[config.mk]
export PLATFORM = sky130hd
export DESIGN_NAME = dmeu_result
export DESIGN_NICKNAME = d
export VERILOG_FILES = /design/src/hw/rtl/dmeu_pkg.sv /design/src/hw/rtl/dmeu_result.sv
export SDC_FILE = /design/constraint.sdc
export NUM_CORES = 1
export LEC_CHECK = 0
export ABC_AREA = 1
export BUFFER_PORTS_ARGS = -buffer_cell sky130_fd_sc_hd__buf_2
export CORE_UTILIZATION = 47
export DETAILED_ROUTE_END_ITERATION = 6
export PLACE_DENSITY = 0.82
export SLEW_MARGIN = 10
export SYNTH_ARGS = -nofsm -noshare
export SYNTH_HDL_FRONTEND = slang
export SYNTH_SLANG_ARGS = --single-unit
export TNS_END_PERCENT = 5
[constraint.sdc]
create_clock -name clk -period 1.4 [get_ports clk]
set_input_delay 0.21 -clock clk [delete_from_list [all_inputs] [get_ports clk]]
set_output_delay 0.21 -clock clk [all_outputs]
set_load 0.05 [all_outputs]
[src/hw/rtl/dmeu_pkg.sv]
// Shared types, constants and helpers for the dynamic MIS edge update core.
package dmeu_pkg;

	localparam int NODES      = 64;
	localparam int ADDR_W     = $clog2(NODES);
	localparam int NODE_W     = 6;
	localparam int CNT_W      = 7;
	localparam int IN_DATA_W  = 16;
	localparam int OUT_DATA_W = 8;

	typedef logic [NODES-1:0]  row_t;
	typedef logic [NODE_W-1:0] node_t;
	typedef logic [CNT_W-1:0]  cnt_t;

	typedef enum logic [1:0] {
		CMD_LOAD   = 2'd0,
		CMD_SET    = 2'd1,
		CMD_INSERT = 2'd2,
		CMD_DELETE = 2'd3
	} cmd_t;

	typedef enum logic [3:0] {
		ST_IDLE,
		ST_DISPATCH,
		ST_DROP,
		ST_ROW,
		ST_SCAN,
		ST_NB,
		ST_DEL_CHK,
		ST_RD_A,
		ST_WR_A,
		ST_RD_B,
		ST_WR_B,
		ST_FINISH
	} state_t;

	typedef struct packed {
		logic  rd_en;
		node_t rd_addr;
		logic  wr_en;
		node_t wr_addr;
		row_t  wr_data;
	} ram_req_t;

	// push: report a membership change; finish: close the item with last set
	typedef struct packed {
		logic  push;
		logic  finish;
		logic  ignored;
		node_t node;
		logic  member;
	} res_req_t;

	function automatic row_t bit_of(input node_t n);
		bit_of = row_t'(1) << n;
	endfunction

endpackage

[src/hw/rtl/dmeu_result.sv]
// Result staging: holds the latest change until the next one or the item end tags it.
module dmeu_result (
	input  logic                               clk,
	input  logic                               arst_n,
	input  dmeu_pkg::res_req_t                 req,
	output logic                               ready,
	output logic                               m_tvalid,
	input  logic                               m_tready,
	output logic [dmeu_pkg::OUT_DATA_W-1:0]    m_tdata,  // node[5:0], new_member[6], zero[7]
	output logic [1:0]                         m_tuser,  // changed[0], ignored[1]
	output logic                               m_tlast
);
	import dmeu_pkg::*;

	logic  m_tvalid_q;
	logic  pend_valid_q;
	node_t pend_node_q;
	logic  pend_mem_q;
	node_t out_node_q;
	logic  out_mem_q;
	logic  out_chg_q;
	logic  out_ign_q;
	logic  out_last_q;
	logic  out_free;
	logic  load_out;

	assign out_free = !m_tvalid_q || m_tready;
	assign ready    = req.finish ? out_free : (!pend_valid_q || out_free);
	assign load_out = ready && ((req.push && pend_valid_q) || req.finish);

	always_ff @(posedge clk or negedge arst_n) begin
		if (!arst_n) begin
			m_tvalid_q   <= 1'b0;
			pend_valid_q <= 1'b0;
		end else begin
			if (load_out) begin
				m_tvalid_q <= 1'b1;
			end else if (m_tvalid_q && m_tready) begin
				m_tvalid_q <= 1'b0;
			end
			if (req.push && ready) begin
				pend_valid_q <= 1'b1;
			end else if (req.finish && ready) begin
				pend_valid_q <= 1'b0;
			end
		end
	end

	always_ff @(posedge clk) begin
		if (req.push && ready) begin
			pend_node_q <= req.node;
			pend_mem_q  <= req.member;
		end
		if (load_out) begin
			if (pend_valid_q) begin
				out_node_q <= pend_node_q;
				out_mem_q  <= pend_mem_q;
				out_chg_q  <= 1'b1;
				out_ign_q  <= 1'b0;
			end else begin
				out_node_q <= '0;
				out_mem_q  <= 1'b0;
				out_chg_q  <= 1'b0;
				out_ign_q  <= req.ignored;
			end
			out_last_q <= req.finish;
		end
	end

	assign m_tvalid = m_tvalid_q;
	assign m_tdata  = {1'b0, out_mem_q, out_node_q};
	assign m_tuser  = {out_ign_q, out_chg_q};
	assign m_tlast  = out_last_q;

endmodule

==> impl_metrics.tcl <==
set metrics [dict create \
    status "finished, final reports clean" \
    ys_seq_elements 19 \
    startpoint_type "register" \
    final_common_cell "buf_2" \
    insertion_delay_ns 0.29 \
    drc 0 \
    setup_violations 0 \
    setup_tns_ns 0 \
    grt_remaining_overflow 0 \
    drt_iter0_drc 0 \
    drive_gt1_share_pct 41.7 \
    hpwl_um 750 \
    synth_warnings 0 \
    rsz0062_at_grt "false" \
    min_period_ns 1.34 \
    design_area_um2 911 \
    cts_buffer_depth 2 \
    leakagePower_nw 0.468 \
    final_cell_mix "23 x buf_2, 17 x edfxtp_1, 14 x inv_1" \
    area_growth_syn_to_layout_pct 19.5 \
    final_nets 98 \
    synth_cell_type_count 12 \
    reg.largest.list "out_node_q (6), pend_node_q (6)" \
    grtUsageTotal_pct 13.6 \
    crit_path_start "pend_valid_q$_DFFE_PN0P_" \
    routed_wl_um 1030 \
    wl_per_cell_um 10.3 \
    cp-end-kind "primary output" \
    vias 437 \
    die_y_um 42.3 \
    crit_arrival_ns 1.13 \
    peakVddDrop_mv 0.528 \
    slowest_stage "dfrtp_1" \
    rrSetupSlack_ns 0.12 \
    required_ns 1.19 \
    path_max_fanout 2 \
    cpPeakStageDelay_ns 0.42 \
    coreArea_um2 1510 \
    io_pins 26 \
    dieArea_um2 1790 \
    min_path_type "input port to register" \
    r2r_cells 3 \
    gp_congestion 0.664 \
    path_clk_slew_ns 0.10 \
    finalCritPeriodShare_pct 95.5 \
    drtAntennaViolNets 0 \
    synth_top_area_cell "edfxtp_1" \
    antenna_cells 0 \
    start_util_pct 50.6 \
    die_w_um 42.3 \
    path_common_cell "nand2_4" \
    rows 14 \
    power_mw 1.34 \
    hold_ws_ns 0.0887 \
    firstDrtPassIters 1 \
    maxCapViolations 0 \
    fill_cells 122 \
    grt_pass1_vias 406 \
    synth_top_area_share_pct 67.0 \
    cts_buffers 3 \
    synth_area_um2 762 \
    report.final.slew_viol_count 0 \
    synth_fp_nets 72 \
    synthTopCellsByArea "edfxtp_1 67%, inv_1 6.9%, dfrtp_1 6.6%" \
    grt_max_degree 11 \
    final_util_pct 60.5 \
    postPlaceCellArea_um2 870 \
    via_per_inst 4.37 \
    clockRootBuffer "clkbuf_4" \
    crit_type "register to primary output" \
    cts.sinks 19 \
    hold_viol_final 0 \
    tritoncts "yes" \
    cp_cell_sequence "inv_4 -> nand2_4 -> nand2_4 -> clkbuf_4" \
    reg2reg_to "out_node_q[2]$_SDFFCE_PN0P_" \
    grt_pass1_wl_um 1690 \
    rr_startpoint "m_tvalid$_DFFE_PN0P_" \
    io_buffers 24 \
    finalClockSkew_ns 0.00615 \
    timing.fmax_mhz 748 \
    crit_path_end "ready" \
    antenna_found_initial 0 \
    synth_cells 59 \
    ys_seq_area_share_pct 73.6 \
    syn_avg_cell_area_um2 12.9 \
    htreeDepth 1 \
    power.density_nw_per_um2 1470 \
]
## cells by family (layout without fill, tap and decap cells)
logic type | after synthesis | in the layout | share of synthesized area (%)
other | 1 | 1 | 0.492
and+or+nand+nor | 19 | 19 | 12.8
DFF | 19 | 19 | 73.6
buffers and inverters | 20 | 45 | 13.1
## worst max-delay path: cells and delay by family (launching register included)
family	cells	cell delay, ns
DFF	1	0.42
buffers and inverters	2	0.29
and+or+nand+nor	2	0.13
## area by class of cell
type / instances / area (um2) / area share (%)
sequential: 19 / 562 / 61.7
clock buffer: 4 / 26.3 / 2.88
tap: 16 / 20.0 / 2.20
inverter: 15 / 58.8 / 6.46
multi-input combinational: 20 / 104 / 11.4
timing repair buffer: 26 / 140 / 15.4
## repair_timing
| item | 4_1_cts | 5_1_grt |
|---|---|---|
| hold endpoints to repair | 2 | 0 |
| gates resized for setup | 0 | 2 |
| endpoints found under the setup margin | 0 | 1 |
| hold buffers | 1 | 0 |
| buffers inserted | 0 | 0 |
## cells in the mapped netlist, drive strengths merged
| cell | n |
|---|---|
| nand2 | 16 |
| edfxtp | 17 |
| nor2 | 2 |
| nand3 | 1 |
| conb | 1 |
| dfrtp | 2 |
| inv | 15 |
| buf | 5 |
## power by group
part | total (mW) | switching, mW | internal, mW
sequential | 0.723 | 0.0196 | 0.703
clock | 0.264 | 0.153 | 0.111
combinational | 0.355 | 0.276 | 0.0798
## worst min-delay path by stage
stage | startpoint | to | slack [ns] | cells past startpoint
after floorplan | arst_n | m_tvalid$_DFFE_PN0P_ | -0.09 | 0
after global placement | arst_n | pend_valid_q$_DFFE_PN0P_ | -0.003 | 1
after detailed placement | arst_n | pend_valid_q$_DFFE_PN0P_ | -0.0004 | 1
after CTS | req[2] | pend_node_q[1]$_DFFE_PP_ | 0.08 | 1
after global routing | req[2] | pend_node_q[1]$_DFFE_PP_ | 0.06 | 1
final | req[2] | pend_node_q[1]$_DFFE_PP_ | 0.09 | 1
## metrics by stage
step | instances | setup slack (ns)
floorplan | 59 | 0.0547
detailed placement | 95 | 0.184
global placement | 95 | 0.221
finish | 100 | 0.0626
global route | 100 | 0.00351
CTS | 100 | 0.0186
## metal layers
metal,wire length (um),vias up,track usage (%)
li1,-,226,-
met1,393,193,12.5
met2,567,16,24.6
met3,51,2,4.31
met4,13,0,9.38
met5,0,-,0
Note: power is estimated with default switching activity, not from simulation.
