==> config.mk <==
export PLATFORM = sky130hd
export DESIGN_NAME = dmeu_adj_ram
export DESIGN_NICKNAME = d
export VERILOG_FILES = /design/src/hw/rtl/dmeu_pkg.sv /design/src/hw/rtl/dmeu_adj_ram.sv
export SDC_FILE = /design/constraint.sdc
export NUM_CORES = 2
export LEC_CHECK = 0
export BUFFER_PORTS_ARGS = -buffer_cell sky130_fd_sc_hd__buf_2
export CELL_PAD_IN_SITES_DETAIL_PLACEMENT = 0
export CELL_PAD_IN_SITES_GLOBAL_PLACEMENT = 1
export CORE_MARGIN = 10
export CORE_UTILIZATION = 35
export CTS_BUF_LIST = sky130_fd_sc_hd__clkbuf_4 sky130_fd_sc_hd__clkbuf_8
export DETAILED_ROUTE_END_ITERATION = 6
export PLACE_DENSITY = 0.5
export SLEW_MARGIN = 20
export SYNTH_ARGS = -nofsm -noshare
export SYNTH_HDL_FRONTEND = slang
export SYNTH_SLANG_ARGS = --single-unit
==> constraint.sdc <==
create_clock -name clk -period 2.4 [get_ports clk]
set_input_delay 0.6 -clock clk [delete_from_list [all_inputs] [get_ports clk]]
set_output_delay 0.6 -clock clk [all_outputs]
set_load 0.005 [all_outputs]
==> src/hw/rtl/dmeu_pkg.sv <==
// Shared types, constants and helpers for the dynamic MIS edge update core.
package dmeu_pkg;

	localparam int NODES      = 64;
	localparam int ADDR_W     = $clog2(NODES);
	localparam int NODE_W     = 6;
	localparam int CNT_W      = 7;
	localparam int IN_DATA_W  = 16;
	localparam int OUT_DATA_W = 8;

	typedef logic [NODES-1:0]  row_t;
	typedef logic [NODE_W-1:0] node_t;
	typedef logic [CNT_W-1:0]  cnt_t;

	typedef enum logic [1:0] {
		CMD_LOAD   = 2'd0,
		CMD_SET    = 2'd1,
		CMD_INSERT = 2'd2,
		CMD_DELETE = 2'd3
	} cmd_t;

	typedef enum logic [3:0] {
		ST_IDLE,
		ST_DISPATCH,
		ST_DROP,
		ST_ROW,
		ST_SCAN,
		ST_NB,
		ST_DEL_CHK,
		ST_RD_A,
		ST_WR_A,
		ST_RD_B,
		ST_WR_B,
		ST_FINISH
	} state_t;

	typedef struct packed {
		logic  rd_en;
		node_t rd_addr;
		logic  wr_en;
		node_t wr_addr;
		row_t  wr_data;
	} ram_req_t;

	// push: report a membership change; finish: close the item with last set
	typedef struct packed {
		logic  push;
		logic  finish;
		logic  ignored;
		node_t node;
		logic  member;
	} res_req_t;

	function automatic row_t bit_of(input node_t n);
		bit_of = row_t'(1) << n;
	endfunction

endpackage

==> src/hw/rtl/dmeu_adj_ram.sv <==
// Adjacency row store: one row per node, synchronous read, per-row valid bits.
module dmeu_adj_ram (
	input  logic              clk,
	input  logic              arst_n,
	input  dmeu_pkg::ram_req_t req,
	output dmeu_pkg::row_t    rd_data
);
	import dmeu_pkg::*;

	row_t             mem [NODES];
	logic [NODES-1:0] valid_q;
	row_t             rdata_s1;
	logic             rvalid_s1;

	always_ff @(posedge clk) begin
		if (req.wr_en) begin
			mem[req.wr_addr[ADDR_W-1:0]] <= req.wr_data;
		end
		if (req.rd_en) begin
			rdata_s1 <= mem[req.rd_addr[ADDR_W-1:0]];
		end
	end

	// a row never written since reset reads as an empty row
	always_ff @(posedge clk or negedge arst_n) begin
		if (!arst_n) begin
			valid_q   <= '0;
			rvalid_s1 <= 1'b0;
		end else begin
			if (req.wr_en) begin
				valid_q[req.wr_addr[ADDR_W-1:0]] <= 1'b1;
			end
			if (req.rd_en) begin
				rvalid_s1 <= valid_q[req.rd_addr[ADDR_W-1:0]];
			end
		end
	end

	assign rd_data = rvalid_s1 ? rdata_s1 : '0;

endmodule

==> flow_metrics.tcl <==
set metrics [dict create \
    run_status "finished, violations left" \
    failed_checks "setup timing" \
    postRouteWirelength_um 518000 \
    global_route.overflow_total 0 \
    power.share.combinational_pct 5.8 \
    synth.net_count 6390 \
    clockPowerShare_pct 40.6 \
    sequential_fraction_of_design_power_pct 53.7 \
    ys_seq_area_share_pct 79.2 \
    critical_path_arrival_ns 2.42 \
    place.gp.congestion 0.761 \
    pre_cts_ws_ns -1.10 \
    asyncSetResetFlopFracSynth_pct 1.54 \
    worstMarginPinSlew_ns 0.774 \
    synth.ff_latch_count 4225 \
    finalMaxSlewViolations 0 \
    synth_edf_count 4160 \
    cts.reportedPaths.clkPinSlew_ns 0.06 \
    start_kind "register" \
    grt_pass1_vias 82700 \
    cts_root_buf "clkbuf_8" \
    die-width_um 696 \
    final_net_count 7916 \
    grt_max_degree 65 \
    final_critical_path_setup_slack_ns -0.616 \
    timing.slew.headroom_pct 48.4 \
    count_of_buffers_inserted_at_the_top_level_ports 143 \
    syn_area_sq_mm 0.160 \
    ys_warn_count 0 \
    timing.setup.tns_ns -35.78 \
    min_from "req[75]" \
    worst_skew_pair.late_latency_ns 1.26 \
    critical_path_endpoint_category "output port" \
    clock.fmax_mhz 332 \
    clock_path_buffers 4 \
    die_height_um 696 \
    register_area_sq_mm 0.127 \
    clock_skew_ns 0.0496 \
    yosysUniqueCellTypes 29 \
    report.final.hold_viol_count 0 \
    dp_hpwl_um 313000 \
    fillCellCount 39000 \
    grt_usage_pct 21.1 \
    layout-drive-gt1-share_pct 43.3 \
    layout-area-overhead-vs-synth_pct 22.1 \
    std_cell_rows 248 \
    hold_path.class "input pin to register" \
    vias_per_cell 5.44 \
    floorplan.io_pins 144 \
    htreeDepth 6 \
    layout.cell_area.non_filler_sq_mm 0.195 \
    die_area_sq_mm 0.484 \
    setup-violations-final 64 \
    drt_iter0_markers 8604 \
    total_switching_power_mw 34.3 \
    power.share.switching_pct 22.4 \
    worstSetupPathType "register to output port" \
    max-vdd-ir-drop_v 0.000558 \
    critical_path_required_ns 1.80 \
    dominantRegCellSynth "edfxtp_1" \
    internal_power_mw 119 \
    grt_pass1_wl_um 708000 \
    power.density_mw_per_mm2 786 \
    tritoncts "built" \
    final_period_minus_worst_setup_slack_ns 3.02 \
    power_leakage_nw 62.5 \
    drtPass1Iterations 6 \
    clock-sinks 4225 \
    initial_utilization_pct 35.1 \
    rsz0062_at_grt "true" \
    synthCells 6310 \
    postPlaceCellArea_sq_mm 0.180 \
    wl_per_cell_um 36.0 \
    routed-via-count 78300 \
    cts-buffers-inserted 712 \
    final_min_period_over_clock_period_pct 126 \
    crit_reg_reg_startpoint "mem[38][47]$_DFFE_PP_" \
    multiInputGateArea_sq_mm 0.0325 \
    fin_worst_hold_slack_ns 0.175 \
    drc_errors 0 \
    floorplan.core_area_sq_mm 0.456 \
    critical_path_peak_fanout 27 \
    drt.antenna.violating_nets 0 \
    critPathLaunch "rvalid_s1$_DFFE_PN0P_" \
    antenna_found_initial 29 \
    cap_violations 0 \
    post_synth.cell_area_avg_sq_um 25.3 \
]
## what timing repair did
action,in CTS,in global routing
gates cloned,2,0
hold endpoints to repair,4126,0
gates resized for setup,55,22
endpoints found under the setup margin,64,67
buffers inserted,1,0
hold buffers,74,0
## power groups by stage
stage	Combinational (mW)	Sequential, mW	Clock, mW
after floorplan	4.30	83.6	0
after global placement	8.59	83.8	0
after detailed placement	8.70	83.8	0
after CTS	9.01	82.3	63.8
after global routing	9.40	82.3	67.3
final	8.85	82.3	62.2
## metrics by stage
stage          total power, mW  std cells  util [%]
6_report                   153      14400      42.8
5_1_grt                    159      14400      42.8
4_1_cts                    155      14400      42.8
3_5_place_dp              92.5      13000      39.6
3_3_place_gp              92.4      13000      39.6
2_1_floorplan             87.9       6310         -
## cells in the final DEF, fill, tap and decap left out, types with 5 or more instances in the layout
cell / n
edfxtp_1: 4160
mux4_2: 1289
clkbuf_8: 732
buf_12: 506
buf_4: 421
clkbuf_4: 213
clkinv_1: 181
a22oi_1: 129
buf_2: 116
clkinv_2: 75
dlygate4sd3_1: 74
nand2_1: 70
or2_2: 64
dfrtp_1: 64
nor2_4: 63
and2_4: 48
buf_6: 23
mux2i_1: 20
and2_1: 17
inv_6: 15
clkinvlp_4: 15
bufinv_16: 13
diode_2: 11
nand3_1: 8
inv_8: 8
nor2_1: 5
nor2b_1: 5
## critical path: stages, from the launching register on
cell     delay (ns)
dfrtp_4        0.53
buf_16         0.22
and2_1         0.23
buf_2          0.13
## cells in the mapped netlist (3+ instances only)
| cell type | number | area, sq um |
|---|---|---|
| a22oi_1 | 132 | 991 |
| nand2_1 | 74 | 278 |
| nand2b_1 | 3 | 18.8 |
| nand3_1 | 10 | 50.1 |
| edfxtp_1 | 4160 | 125000 |
| buf_2 | 111 | 556 |
| and2_1 | 65 | 407 |
| nor2_1 | 68 | 255 |
| clkbuf_1 | 182 | 683 |
| buf_6 | 4 | 45.0 |
| inv_1 | 3 | 11.3 |
| dfrtp_1 | 65 | 1630 |
| or2_2 | 65 | 407 |
| mux4_2 | 1289 | 29000 |
| mux2i_1 | 20 | 200 |
| buf_1 | 36 | 135 |
| nor2b_1 | 7 | 43.8 |
## layer usage
layer,up-vias,global-route usage [%],wire (um)
met1,44000,28.8,218000
met3,724,3.08,27800
li1,30800,-,-
met5,-,0,83
met4,12,5.13,12500
met2,2716,35.9,260000
## final timing paths
path | endpoint | slack, ns | depth (start not counted)
worst max-delay path | rd_data[20] | -0.62 | 3
max in group asynchronous | rvalid_s1$_DFFE_PN0P_ | 0.67 | 4
worst min register to register | valid_q[11]$_DFFE_PN0P_ | 0.46 | 1
worst max register to register | rdata_s1[47]$_DFFE_PP_ | 0.10 | 4
worst min-delay path | rdata_s1[60]$_DFFE_PP_ | 0.17 | 4
min in group asynchronous | valid_q[49]$_DFFE_PN0P_ | 0.55 | 4
## cell families after synthesis
family	synth area share [%]
flip-flops	79.2
multiplexers	18.3
buffers and inverters	0.900
AND/OR/NAND/NOR	0.948
AO/OA/AOI/OAI	0.653
## sequential cells by signal (all words and copies together), names as in the netlist
name       cells
valid_q       64
rdata_s1      64
rvalid_s1      1
mem         4096
## layout make-up
cell class,instances,area share (%)
Inverter,3,0.00577
Clock buffer,945,5.98
Tap cell,6000,3.85
Antenna cell,11,0.0141
Timing Repair Buffer,1146,7.69
Multi-Input combinational cell,1748,16.6
Clock inverter,310,0.933
Sequential cell,4225,64.9
Note: power is estimated with default switching activity, not from simulation.
